[config.mk]
export PLATFORM = sky130hd
export DESIGN_NAME = postfix_expression_evaluator
export DESIGN_NICKNAME = d
export VERILOG_FILES = /design/src/rtl/pfx_pkg.sv /design/src/rtl/pfx_ram.sv /design/src/rtl/pfx_alu.sv /design/src/rtl/postfix_expression_evaluator.sv
export SDC_FILE = /design/constraint.sdc
export NUM_CORES = 1
export LEC_CHECK = 0
export ABC_AREA = 1
export BUFFER_PORTS_ARGS = -buffer_cell sky130_fd_sc_hd__buf_2
export CAP_MARGIN = 30
export CELL_PAD_IN_SITES_DETAIL_PLACEMENT = 1
export CELL_PAD_IN_SITES_GLOBAL_PLACEMENT = 2
export CORE_ASPECT_RATIO = 1.25
export CORE_MARGIN = 4
export CORE_UTILIZATION = 40
export DETAILED_ROUTE_END_ITERATION = 7
export MAX_ROUTING_LAYER = met4
export PLACE_DENSITY_LB_ADDON = 0.1
export SLEW_MARGIN = 0
export SYNTH_ARGS = -nofsm -noshare
export SYNTH_HDL_FRONTEND = slang
export SYNTH_SLANG_ARGS = --single-unit
[constraint.sdc]
create_clock -name clk -period 9.5 [get_ports clk]
set_input_delay 1.425 -clock clk [delete_from_list [all_inputs] [get_ports clk]]
set_output_delay 1.425 -clock clk [all_outputs]
set_load 0.005 [all_outputs]
[src/rtl/pfx_pkg.sv]
package pfx_pkg;

    localparam int DATA_W = 32;
    localparam int SYM_W = 8;
    localparam int DEFAULT_STACK_DEPTH = 16;
    localparam int ALU_STEPS = 32;
    localparam int STEP_W = $clog2(ALU_STEPS);

    localparam logic [SYM_W-1:0] CHAR_NUL   = 8'h00;
    localparam logic [SYM_W-1:0] CHAR_PLUS  = 8'h2B;
    localparam logic [SYM_W-1:0] CHAR_MINUS = 8'h2D;
    localparam logic [SYM_W-1:0] CHAR_STAR  = 8'h2A;
    localparam logic [SYM_W-1:0] CHAR_SLASH = 8'h2F;
    localparam logic [SYM_W-1:0] CHAR_ZERO  = 8'h30;

    typedef enum logic [1:0] {
        OP_ADD,
        OP_SUB,
        OP_MUL,
        OP_DIV
    } alu_op_t;

    typedef struct packed {
        logic    start;
        alu_op_t op;
    } alu_req_t;

    typedef struct packed {
        logic done;
        logic divz;
    } alu_stat_t;

    typedef struct packed {
        logic over;
        logic under;
        logic divz;
    } err_flags_t;

    typedef enum logic [1:0] {
        ALU_IDLE,
        ALU_RUN,
        ALU_FIX
    } alu_state_t;

    typedef enum logic [3:0] {
        S_IDLE,
        S_POP_RHS,
        S_GET_RHS,
        S_POP_LHS,
        S_GET_LHS,
        S_CALC,
        S_WAIT,
        S_PUSH,
        S_POP_END,
        S_GET_END,
        S_EMIT
    } pfx_state_t;

endpackage

[src/rtl/pfx_ram.sv]
module pfx_ram #(
    parameter int WIDTH = 32,
    parameter int DEPTH = 16
) (
    input  logic                     clk,
    input  logic                     we,
    input  logic [$clog2(DEPTH)-1:0] waddr,
    input  logic [WIDTH-1:0]         wdata,
    input  logic [$clog2(DEPTH)-1:0] raddr,
    output logic [WIDTH-1:0]         rdata
);

    logic [WIDTH-1:0] mem [DEPTH];
    logic [WIDTH-1:0] rdata_reg;

    always_ff @(posedge clk)
    begin
        if (we)
        begin
            mem[waddr] <= wdata;
        end
        rdata_reg <= mem[raddr];
    end

    assign rdata = rdata_reg;

endmodule

[src/rtl/pfx_alu.sv]
module pfx_alu (
    input  logic                       clk,
    input  logic                       rst_n,
    input  pfx_pkg::alu_req_t          req,
    input  logic [pfx_pkg::DATA_W-1:0] lhs,
    input  logic [pfx_pkg::DATA_W-1:0] rhs,
    output pfx_pkg::alu_stat_t         status,
    output logic [pfx_pkg::DATA_W-1:0] result
);

    import pfx_pkg::*;

    alu_state_t         state_reg, state_next;
    alu_op_t            op_reg, op_next;
    logic [STEP_W-1:0]  cnt_reg, cnt_next;
    logic               done_reg, done_next;
    logic               divz_reg, divz_next;
    logic               neg_reg, neg_next;
    logic [DATA_W-1:0]  a_reg, a_next;
    logic [DATA_W-1:0]  b_reg, b_next;
    logic [DATA_W-1:0]  acc_reg, acc_next;
    logic [DATA_W-1:0]  res_reg, res_next;

    logic [DATA_W-1:0]  num_mag;
    logic [DATA_W-1:0]  den_mag;
    logic [DATA_W-1:0]  rem_shift;
    logic [DATA_W:0]    rem_diff;
    logic [DATA_W-1:0]  mul_sum;

    always_ff @(posedge clk or negedge rst_n)
    begin
        if (!rst_n)
        begin
            state_reg <= ALU_IDLE;
            done_reg  <= 1'b0;
            divz_reg  <= 1'b0;
        end
        else
        begin
            state_reg <= state_next;
            done_reg  <= done_next;
            divz_reg  <= divz_next;
        end
    end

    always_ff @(posedge clk)
    begin
        op_reg  <= op_next;
        cnt_reg <= cnt_next;
        neg_reg <= neg_next;
        a_reg   <= a_next;
        b_reg   <= b_next;
        acc_reg <= acc_next;
        res_reg <= res_next;
    end

    always_comb
    begin
        num_mag   = lhs[DATA_W-1] ? (DATA_W'(0) - lhs) : lhs;
        den_mag   = rhs[DATA_W-1] ? (DATA_W'(0) - rhs) : rhs;
        rem_shift = {acc_reg[DATA_W-2:0], b_reg[DATA_W-1]};
        rem_diff  = {1'b0, rem_shift} - {1'b0, a_reg};
        mul_sum   = acc_reg + (b_reg[0] ? a_reg : DATA_W'(0));

        state_next = state_reg;
        op_next    = op_reg;
        cnt_next   = cnt_reg;
        done_next  = 1'b0;
        divz_next  = divz_reg;
        neg_next   = neg_reg;
        a_next     = a_reg;
        b_next     = b_reg;
        acc_next   = acc_reg;
        res_next   = res_reg;

        unique case (state_reg)
            ALU_IDLE:
            begin
                if (req.start)
                begin
                    op_next    = req.op;
                    cnt_next   = STEP_W'(ALU_STEPS - 1);
                    divz_next  = 1'b0;
                    neg_next   = 1'b0;
                    acc_next   = '0;
                    a_next     = lhs;
                    b_next     = rhs;
                    state_next = ALU_RUN;
                    if (req.op == OP_DIV)
                    begin
                        a_next   = den_mag;
                        b_next   = num_mag;
                        neg_next = lhs[DATA_W-1] ^ rhs[DATA_W-1];
                        if (den_mag == '0)
                        begin
                            divz_next  = 1'b1;
                            neg_next   = 1'b0;
                            b_next     = '0;
                            state_next = ALU_FIX;
                        end
                    end
                end
            end
            ALU_RUN:
            begin
                unique case (op_reg)
                    OP_ADD:
                    begin
                        res_next   = a_reg + b_reg;
                        done_next  = 1'b1;
                        state_next = ALU_IDLE;
                    end
                    OP_SUB:
                    begin
                        res_next   = a_reg - b_reg;
                        done_next  = 1'b1;
                        state_next = ALU_IDLE;
                    end
                    OP_MUL:
                    begin
                        acc_next = mul_sum;
                        a_next   = {a_reg[DATA_W-2:0], 1'b0};
                        b_next   = {1'b0, b_reg[DATA_W-1:1]};
                        cnt_next = cnt_reg - 1'b1;
                        if (cnt_reg == '0)
                        begin
                            res_next   = mul_sum;
                            done_next  = 1'b1;
                            state_next = ALU_IDLE;
                        end
                    end
                    OP_DIV:
                    begin
                        acc_next = rem_diff[DATA_W] ? rem_shift : rem_diff[DATA_W-1:0];
                        b_next   = {b_reg[DATA_W-2:0], ~rem_diff[DATA_W]};
                        cnt_next = cnt_reg - 1'b1;
                        if (cnt_reg == '0)
                        begin
                            state_next = ALU_FIX;
                        end
                    end
                endcase
            end
            ALU_FIX:
            begin
                res_next   = neg_reg ? (DATA_W'(0) - b_reg) : b_reg;
                done_next  = 1'b1;
                state_next = ALU_IDLE;
            end
            default:
            begin
                state_next = ALU_IDLE;
            end
        endcase
    end

    assign status.done = done_reg;
    assign status.divz = divz_reg;
    assign result      = res_reg;

endmodule

[src/rtl/postfix_expression_evaluator.sv]
// Evaluates a postfix expression fed one character per request on the symbol channel and
// returns one result request per NUL character, carrying the final value and the sticky
// overflow, underflow and divide-by-zero flags. A NUL waits for the result channel to drain
// before its result is raised. Multiply and divide run through one shared unit that retires
// one bit per cycle, and each pop is split into a pop state and a get state because the
// operand stack is a memory with separate read and write ports and a registered read.
// Symbol_ready is high only while the sequencer is idle.
module postfix_expression_evaluator #(
    parameter int STACK_DEPTH = pfx_pkg::DEFAULT_STACK_DEPTH
) (
    input  logic                              clk,
    input  logic                              rst_n,
    input  logic                              symbol_valid,
    output logic                              symbol_ready,
    input  logic [pfx_pkg::SYM_W-1:0]         symbol,
    output logic                              result_valid,
    input  logic                              result_ready,
    output logic signed [pfx_pkg::DATA_W-1:0] value,
    output logic                              overflowed,
    output logic                              underflowed,
    output logic                              divided_by_zero
);

    import pfx_pkg::*;

    localparam int AW = $clog2(STACK_DEPTH);
    localparam int CW = $clog2(STACK_DEPTH + 1);

    pfx_state_t        state_reg, state_next;
    logic [CW-1:0]     count_reg, count_next;
    err_flags_t        flags_reg, flags_next;
    logic              result_valid_reg, result_valid_next;
    err_flags_t        out_flags_reg, out_flags_next;
    logic [DATA_W-1:0] out_value_reg, out_value_next;
    alu_op_t           op_reg, op_next;
    logic              empty_reg, empty_next;
    logic [DATA_W-1:0] lhs_reg, lhs_next;
    logic [DATA_W-1:0] rhs_reg, rhs_next;
    logic [DATA_W-1:0] push_reg, push_next;

    logic              ram_we;
    logic [CW-1:0]     count_dec;
    logic [DATA_W-1:0] ram_rdata;
    logic              stack_empty;
    logic              stack_full;
    alu_req_t          alu_req;
    alu_stat_t         alu_stat;
    logic [DATA_W-1:0] alu_result;

    pfx_ram #(
        .WIDTH (DATA_W),
        .DEPTH (STACK_DEPTH)
    ) u_stack (
        .clk   (clk),
        .we    (ram_we),
        .waddr (count_reg[AW-1:0]),
        .wdata (push_reg),
        .raddr (count_dec[AW-1:0]),
        .rdata (ram_rdata)
    );

    pfx_alu u_alu (
        .clk    (clk),
        .rst_n  (rst_n),
        .req    (alu_req),
        .lhs    (lhs_reg),
        .rhs    (rhs_reg),
        .status (alu_stat),
        .result (alu_result)
    );

    always_ff @(posedge clk or negedge rst_n)
    begin
        if (!rst_n)
        begin
            state_reg        <= S_IDLE;
            count_reg        <= '0;
            flags_reg        <= '0;
            result_valid_reg <= 1'b0;
        end
        else
        begin
            state_reg        <= state_next;
            count_reg        <= count_next;
            flags_reg        <= flags_next;
            result_valid_reg <= result_valid_next;
        end
    end

    always_ff @(posedge clk)
    begin
        out_flags_reg <= out_flags_next;
        out_value_reg <= out_value_next;
        op_reg        <= op_next;
        empty_reg     <= empty_next;
        lhs_reg       <= lhs_next;
        rhs_reg       <= rhs_next;
        push_reg      <= push_next;
    end

    assign count_dec   = count_reg - 1'b1;
    assign stack_empty = (count_reg == '0);
    assign stack_full  = (count_reg == CW'(STACK_DEPTH));

    always_comb
    begin
        state_next        = state_reg;
        count_next        = count_reg;
        flags_next        = flags_reg;
        result_valid_next = result_valid_reg;
        out_flags_next    = out_flags_reg;
        out_value_next    = out_value_reg;
        op_next           = op_reg;
        empty_next        = empty_reg;
        lhs_next          = lhs_reg;
        rhs_next          = rhs_reg;
        push_next         = push_reg;
        ram_we            = 1'b0;
        alu_req.start     = 1'b0;
        alu_req.op        = op_reg;
        symbol_ready      = 1'b0;

        if (result_valid_reg && result_ready)
        begin
            result_valid_next = 1'b0;
        end

        unique case (state_reg)
            S_IDLE:
            begin
                symbol_ready = 1'b1;
                if (symbol_valid)
                begin
                    unique case (symbol)
                        CHAR_NUL:   state_next = S_POP_END;
                        CHAR_PLUS:
                        begin
                            op_next    = OP_ADD;
                            state_next = S_POP_RHS;
                        end
                        CHAR_MINUS:
                        begin
                            op_next    = OP_SUB;
                            state_next = S_POP_RHS;
                        end
                        CHAR_STAR:
                        begin
                            op_next    = OP_MUL;
                            state_next = S_POP_RHS;
                        end
                        CHAR_SLASH:
                        begin
                            op_next    = OP_DIV;
                            state_next = S_POP_RHS;
                        end
                        default:
                        begin
                            push_next  = DATA_W'(symbol) - DATA_W'(CHAR_ZERO);
                            state_next = S_PUSH;
                        end
                    endcase
                end
            end
            S_POP_RHS, S_POP_LHS, S_POP_END:
            begin
                empty_next = stack_empty;
                if (stack_empty)
                begin
                    flags_next.under = 1'b1;
                end
                else
                begin
                    count_next = count_dec;
                end
                unique case (state_reg)
                    S_POP_RHS: state_next = S_GET_RHS;
                    S_POP_LHS: state_next = S_GET_LHS;
                    default:   state_next = S_GET_END;
                endcase
            end
            S_GET_RHS:
            begin
                rhs_next   = empty_reg ? '0 : ram_rdata;
                state_next = S_POP_LHS;
            end
            S_GET_LHS:
            begin
                lhs_next   = empty_reg ? '0 : ram_rdata;
                state_next = S_CALC;
            end
            S_CALC:
            begin
                alu_req.start = 1'b1;
                state_next    = S_WAIT;
            end
            S_WAIT:
            begin
                if (alu_stat.done)
                begin
                    push_next       = alu_result;
                    flags_next.divz = flags_reg.divz | alu_stat.divz;
                    state_next      = S_PUSH;
                end
            end
            S_PUSH:
            begin
                if (stack_full)
                begin
                    flags_next.over = 1'b1;
                end
                else
                begin
                    ram_we     = 1'b1;
                    count_next = count_reg + 1'b1;
                end
                state_next = S_IDLE;
            end
            S_GET_END:
            begin
                push_next  = empty_reg ? '0 : ram_rdata;
                state_next = S_EMIT;
            end
            S_EMIT:
            begin
                if (!result_valid_reg || result_ready)
                begin
                    result_valid_next = 1'b1;
                    out_value_next    = push_reg;
                    out_flags_next    = flags_reg;
                    count_next        = '0;
                    flags_next        = '0;
                    state_next        = S_IDLE;
                end
            end
            default:
            begin
                state_next = S_IDLE;
            end
        endcase
    end

    assign result_valid    = result_valid_reg;
    assign value           = $signed(out_value_reg);
    assign overflowed      = out_flags_reg.over;
    assign underflowed     = out_flags_reg.under;
    assign divided_by_zero = out_flags_reg.divz;

    assert property (@(posedge clk) disable iff (!rst_n)
        count_reg <= CW'(STACK_DEPTH))
        else $error("Stack count exceeds the stack depth.");

    assert property (@(posedge clk) disable iff (!rst_n)
        ram_we |-> !stack_full && state_reg == S_PUSH)
        else $error("Stack write while the stack is full or outside a push.");

    assert property (@(posedge clk) disable iff (!rst_n)
        alu_stat.done |-> state_reg == S_WAIT)
        else $error("Arithmetic unit finished while the sequencer was not waiting.");

    assert property (@(posedge clk) disable iff (!rst_n)
        $rose(result_valid_reg) |-> $past(state_reg == S_EMIT))
        else $error("Result raised outside the end of an expression.");

endmodule
== Word-level counts from Yosys, hierarchy flattened ==
Memory sizes are Yosys's and may differ from the RTL's. A register that Yosys moved wholly into a read port is not among the register bits.
Index checks and enable logic that the tools add are counted.

* Bits in writable memories: 512
* Output and inout port bits: 37
* Memories: 1
* Register bits after elaboration: 287
* Word-level logic and storage cells: 182
* Input bits: 12

{| class="wikitable"
|+ Memory list
! name !! depth !! bits a word !! read ports !! clocked after Yosys merged registers in !! wr ports !! RTL line !! RTL
|-
| u_stack.mem || 16 || 32 || 1 || 1 || 1 || pfx_ram.sv:13 || <nowiki>logic [WIDTH-1:0] mem [DEPTH];</nowiki>
|}

* Add/subtract/negate cells: 11
* Reductions and logical operators: 38
* Bitwise operators: 4
* Multiplexer cells: 67
* Equal/unequal tests: 36

{| class="wikitable"
|+ Operator list
! kind !! count
|-
| $mux W32 || 17
|-
| $pmux W32 S2 || 6
|-
| $pmux W32 S3 || 2
|-
| $sub A1 B32 Y32 const A || 3
|-
| $add A32 B32 Y32 || 2
|-
| $sub A32 B32 Y33 || 1
|-
| $eq A8 B6 Y1 const B || 4
|-
| $logic_not A32 Y1 || 1
|-
| $pmux W4 S8 || 1
|-
| $sub A32 B32 Y32 || 1
|-
| $reduce_and A3 Y1 || 10
|-
| $mux W5 || 5
|-
| $ne A2 B2 Y1 const B || 10
|-
| $eq A4 B3 Y1 const B || 4
|-
| $pmux W4 S2 || 2
|-
| $mux W1 || 15
|-
| $pmux W5 S3 || 1
|-
| $eq A4 B4 Y1 const B || 3
|-
| $mux W4 || 3
|-
| $logic_not A5 Y1 || 2
|-
| $mux W2 || 5
|-
| $pmux W1 S2 || 5
|-
| $pmux W5 S2 || 1
|-
| $reduce_bool A2 Y1 || 5
|-
| 32 further kinds || 47
|}

== Depth between registers and ports, before layout ==
* Depth after elaboration: 7
* Depth in mapped cells: 27
* Mapped depth without buffers: 26

== By module ==
From an unflattened synthesis, not the netlist that was laid out.

* Cell total of the unflattened synthesis: 5207
* Area total of the unflattened synthesis: 45237.1 sq um

{| class="wikitable"
|+ By module, submodules not included
! module !! cells an instance !! area an instance (sq um) !! times used
|-
| pfx_ram || 2120 || 22730.6 || 1
|-
| pfx_alu || 2582 || 16435.8 || 1
|-
| postfix_expression_evaluator || 505 || 6070.8 || 1
|}

== Worst setup path after synthesis ==
No wires, ideal clock.

* Path type: reg-to-reg
* Start: reg u_alu.state_reg[1]
* End: reg u_alu.acc_reg[0], enable pin
* Arrival time: 4.088 ns
* Period minus slack after synthesis: 4.595 ns
* Setup time: 0.507 ns
* Slack: 4.905 ns
* Required time: 8.993 ns
* Stages on the path, launching flop included: 6
* Path through: dfrtp_1 -> inv_1 -> ha_1 -> clkbuf_1 -> o21ai_0 -> a21oi_1

* Word-level cells in the longest chain between the ends: 3

{| class="wikitable"
|+ Ends and longest elaborated chain
! what !! RTL line !! RTL
|-
| start: declaration || pfx_alu.sv:13 || <nowiki>alu_state_t state_reg, state_next;</nowiki>
|-
| start signal: assignment || pfx_alu.sv:40 || <nowiki>state_reg <= state_next;</nowiki>
|-
| $eq A2 B1 Y1 / $logic_not A2 Y1 (equally long branches) || pfx_alu.sv:76 || <nowiki>unique case (state_reg)</nowiki>
|-
| $ne A3 B2 Y1 (no source line) (tied with other cells) || -- ||
|-
| $reduce_and A3 Y1 (no source line) * || -- ||
|-
| end signal: assignment || pfx_alu.sv:53 || <nowiki>acc_reg <= acc_next;</nowiki>
|-
| end: declaration || pfx_alu.sv:21 || <nowiki>logic [DATA_W-1:0] acc_reg, acc_next;</nowiki>
|}

Every way passes the cells marked *; elsewhere a longest branch is shown, timed or not.
A chain may end at the register's enable or synchronous reset.

== Final worst setup path ==
* Start: reg u_alu.b_reg[0]
* End: reg u_alu.res_reg[17], in the netlist u_alu.result[17] (data pin)

* Word-level cells in the longest chain between the ends: 5

{| class="wikitable"
|+ Ends and longest elaborated chain
! what !! RTL line !! RTL
|-
| start: declaration || pfx_alu.sv:20 || <nowiki>logic [DATA_W-1:0] b_reg, b_next;</nowiki>
|-
| start signal: assignment || pfx_alu.sv:52 || <nowiki>b_reg <= b_next;</nowiki>
|-
| $mux W32 || pfx_alu.sv:63 || <nowiki>mul_sum = acc_reg + (b_reg[0] ? a_reg : DATA_W'(0));</nowiki>
|-
| $add A32 B32 Y32 || pfx_alu.sv:63 ||
|-
| $mux W32 || pfx_alu.sv:125 || <nowiki>if (cnt_reg == '0)</nowiki>
|-
| $pmux W32 S3 || pfx_alu.sv:106 || <nowiki>unique case (op_reg)</nowiki>
|-
| $pmux W32 S2 * || pfx_alu.sv:76 ||
|-
| net u_alu.res_next[17] || pfx_alu.sv:22 || <nowiki>logic [DATA_W-1:0] res_reg, res_next;</nowiki>
|-
| end signal: assignment || pfx_alu.sv:54 || <nowiki>res_reg <= res_next;</nowiki>
|-
| end: declaration || pfx_alu.sv:22 ||
|}

The timed path passes the listed nets; every way through them passes the cells marked *. The select of a mux whose other input is x is not followed.

==> results.rst <==
.. list-table::
   :header-rows: 1

   * - Metric
     - Value
   * - Relative slew slack
     - 30.3%
   * - Number of flip-flops under the largest register name
     - 512
   * - Worst-case setup margin in the final layout
     - 4980 ps
   * - Post-route clock period utilization
     - 47.6%
   * - Worst min path class
     - reg2reg
   * - Area enclosed by the die boundary
     - 0.112 mm^2
   * - Total setup buffers inserted after CTS
     - 0
   * - Portion of synthesized cell area occupied by the leading cell type
     - 54.9%
   * - Most flops, register
     - u_stack.mem
   * - Number of cell rows
     - 133
   * - WL/cell
     - 28.2 um
   * - Final Wtd Congestion
     - 0.916
   * - Standard cell area after detailed placement
     - 0.0447 mm^2
   * - Number of max-slew violations in the final report
     - 0
   * - Arrival time reported for the critical path endpoint
     - 4950 ps
   * - Post-Synthesis Cell Area
     - 0.0428 mm^2
   * - Largest stage delay on the critical path
     - 470 ps
   * - Area leader, netlist
     - edfxtp_1
   * - Count of TritonRoute iterations in the first routing pass
     - 6
   * - Die width
     - 300 um
   * - Final Instance Count excl. Fillers
     - 5871
   * - Final hold vios
     - 0
   * - Proportion of layout cells with a drive suffix above 1
     - 7.95%
   * - Via count
     - 33500
   * - FFs w/ async S/R, synth
     - 2.05%
   * - Reg2Reg Depth
     - 21
   * - Sum of net half-perimeters after detailed placement
     - 117 mm
   * - Total number of clock tree sinks
     - 831
   * - Largest net degree at the start of global routing
     - 188
   * - WS Path Type
     - reg2reg
   * - Number of setup violations in the final report
     - 0
   * - Cell seen most often among critical-path stages
     - nand2_1
   * - Category of the worst setup path capture point
     - register
   * - Port Buffers
     - 48
   * - Flip-flop and latch count after synthesis
     - 831
   * - CP max stage cell
     - ha_1
   * - Ys Warns
     - 0
   * - Tightest hold margin
     - 453 ps
   * - Outcome
     - finished clean
   * - Die Y-Extent
     - 374 um
   * - CP startpoint
     - u_alu.b_reg[0]
   * - Net count after synthesis
     - 4504
   * - Leakage power
     - 18.3 nW
   * - CTS HTree Levels
     - 3
   * - Critical-path cell list
     - buf_4, inv_1, nand3_1, nor2_2, nand3_1, nor3_1, xor2_1, nand2_1, o21ai_0, ha_1, nand2_1, nor2_1, inv_1, nor3_1, nand2_1, nand2_1, inv_1, or2_2, nand3_1, o21ai_0, o21ai_0
   * - Total congestion overflow
     - 0
   * - TNS Setup
     - 0 ps
   * - Ports
     - 49
   * - RSZ-0062 raised after global routing
     - false
   * - Average vias per placed instance
     - 5.70
   * - Max clock buf depth
     - 3
   * - Wire length of the first global-routing pass
     - 238 mm
   * - CTS root buf
     - clkbuf_16
   * - End of the critical path
     - u_alu.result[17]
   * - Post-route ant nets
     - 0
   * - Worst slew pin tran
     - 1040 ps
   * - Top_reg_cell synth
     - edfxtp_1
   * - Filler Cell Count
     - 11800
   * - Std-Cell Core Area
     - 0.106 mm^2
   * - Initial antenna violation count
     - 6
   * - Maximum clock frequency
     - 221 MHz
   * - VDD IR max
     - 0.346 mV
   * - Mean instance size in the synthesized netlist
     - 9.77 um^2
   * - Starting density of the core
     - 40.5%
   * - Worst r2r src
     - u_alu.b_reg[0]
   * - Main area contributors after synthesis
     - edfxtp_1 (55%), nand2_1 (6.9%), o21ai_0 (5.2%), nor2_1 (4.7%), ha_1 (3.2%)
   * - Cells after Synth
     - 4378
   * - Clk_lat worst skew
     - 690 ps
   * - Top Family by Delay on Critical Path
     - simple AND/OR/NAND/NOR gates
   * - Final-stage net count
     - 4506
   * - Worst Skew
     - 32.4 ps
   * - Setup slack at placement
     - 5040 ps
   * - Worst-path maximum fanout
     - 35
   * - CTS tree
     - built
   * - RR Endpoint
     - u_alu.result[17]
   * - Count of flip-flops with a built-in enable after synthesis
     - 782
   * - Cell total after placement
     - 5707
   * - Final cell area excluding filler cells
     - 0.0477 mm^2
   * - Vias in the first global route
     - 34000
   * - DRC
     - 0
   * - Count of cell types in the netlist
     - 55
   * - Tmin final
     - 4520 ps
   * - Number of buffer and inverter instances along the worst setup path
     - 4
   * - Post_cts resized
     - 0
   * - P per Cell Area
     - 421 mW/mm^2
   * - Area Growth Syn to Fin
     - 11.6%
   * - Number of buffers inserted by hold repair at cts
     - 0
   * - Nature of the critical path startpoint
     - register
   * - Clock input transition at the sequential cells of the worst setup and hold paths
     - 70 ps
   * - Setup slack on the worst flop-to-flop path
     - 4980 ps
   * - Sequential cell area fraction in the yosys report
     - 57.4%
   * - Number of logic stages on the critical path including buffering
     - 21
   * - Wire length after detailed routing
     - 166 mm
   * - Max Cap Violations
     - 0
   * - Total routing resource utilization after global routing
     - 29.9%
   * - WP data required
     - 9930 ps
   * - Clock buffers created by TritonCTS
     - 87
   * - Detailed router's first-iteration violation count
     - 2484
==> cells by family after synthesis <==
| family | Yosys count | share of synthesized area [%] |
|---|---|---|
| AO/OA/AOI/OAI | 950 | 12.9 |
| XOR/XNOR | 109 | 2.23 |
| adder cells (fa/ha/maj) | 114 | 3.39 |
| buffers and inverters | 570 | 5.14 |
| flip-flops | 831 | 57.4 |
| multiplexers | 87 | 2.04 |
| AND/OR/NAND/NOR | 1717 | 16.9 |
==> power by group <==
| group | internal [mW] | leakage, nW | total [mW] | switching, mW |
|---|---|---|---|---|
| sequential | 5.38 | 7.62 | 6.65 | 1.26 |
| clock | 2.11 | 1.46 | 3.62 | 1.51 |
| combinational | 2.88 | 9.21 | 9.82 | 6.94 |
| total | 10.4 | 18.3 | 20.1 | 9.71 |
==> stage by stage <==
stage	total power [mW]	util, %
2_1_floorplan	12.3	-
3_3_place_gp	16.4	42.3
3_5_place_dp	16.5	42.3
4_1_cts	20.2	45.1
5_1_grt	21.3	45.1
6_report	20.1	45.2
==> cell usage after synthesis (5+ instances only) <==
library cell / n
nand2_1: 786
edfxtp_1: 782
nor2_1: 541
o21ai_0: 440
inv_1: 365
a21oi_1: 219
nand3_1: 211
clkbuf_1: 156
ha_1: 111
mux2i_1: 87
xor2_1: 74
o221ai_1: 59
nor3_1: 56
o22ai_1: 50
a22oi_1: 35
o211ai_1: 35
xnor2_1: 35
dfxtp_1: 32
o32ai_1: 31
nand3_2: 30
nand4_1: 28
buf_2: 25
or2_2: 19
dfrtp_1: 17
a21o_1: 15
buf_1: 15
nand3b_1: 12
nor4_1: 12
o21ai_1: 12
o21bai_1: 11
a21boi_0: 9
o21a_1: 9
a31oi_1: 8
nand2_2: 8
nor2_2: 8
a211oi_1: 5
==> cell usage in the layout (no fill, tap or decap), drive strengths merged, types with 28 or more instances in the layout <==
cell type	netlist	layout
a21oi	219	219
nor2	550	550
nand2	795	795
nor3	56	56
buf	44	113
ha	111	111
o32ai	31	31
xor2	74	74
o211ai	35	35
dfxtp	32	32
nand3	241	241
o22ai	50	50
clkbuf	156	111
o221ai	59	59
mux2i	87	87
edfxtp	782	782
inv	368	374
nand4	28	28
o21ai	453	453
clkinv	2	31
a22oi	35	35
xnor2	35	35
==> how the worst min path moves through the flow <==
stage	to	depth (start not counted)	from
global route	underflowed	0	flags_reg[1]
finish	overflowed	0	flags_reg[2]
global placement	underflowed	0	flags_reg[1]
CTS	underflowed	0	flags_reg[1]
detailed placement	underflowed	0	flags_reg[1]
floorplan	overflowed	0	flags_reg[2]
==> metal layers <==
| layer | global-route usage, % | routed length, um | up-vias |
|---|---|---|---|
| met5 | - | 0 | - |
| met3 | 2.38 | 5000 | 320 |
| met1 | 34.9 | 66200 | 17000 |
| li1 | - | - | 15400 |
| met4 | 15.8 | 10400 | 0 |
| met2 | 51.4 | 84000 | 783 |
==> worst reg2reg max path, stage by stage (launching register included) <==
cell,delay (ps)
edfxtp_1,360
buf_4,260
inv_1,160
nand3_1,170
nor2_2,280
nand3_1,180
nor3_1,230
xor2_1,120
nand2_1,70
o21ai_0,190
ha_1,470
nand2_1,140
nor2_1,200
inv_1,110
nor3_1,250
nand2_1,90
nand2_1,80
inv_1,50
or2_2,260
nand3_1,80
o21ai_0,110
o21ai_0,400
==> cell type report <==
| class | count | area [um^2] | area share (%) |
|---|---|---|---|
| repair buffers | 113 | 778 | 1.63 |
| clock inverters | 49 | 638 | 1.34 |
| well taps | 1417 | 1770 | 3.72 |
| clock buffers | 111 | 2340 | 4.90 |
| diodes | 3 | 7.51 | 0.0157 |
| multi-input cells | 2977 | 16200 | 34.0 |
| flip-flops and latches | 831 | 24600 | 51.5 |
| inverters | 370 | 1390 | 2.92 |
Note: power is estimated with default switching activity, not from simulation.
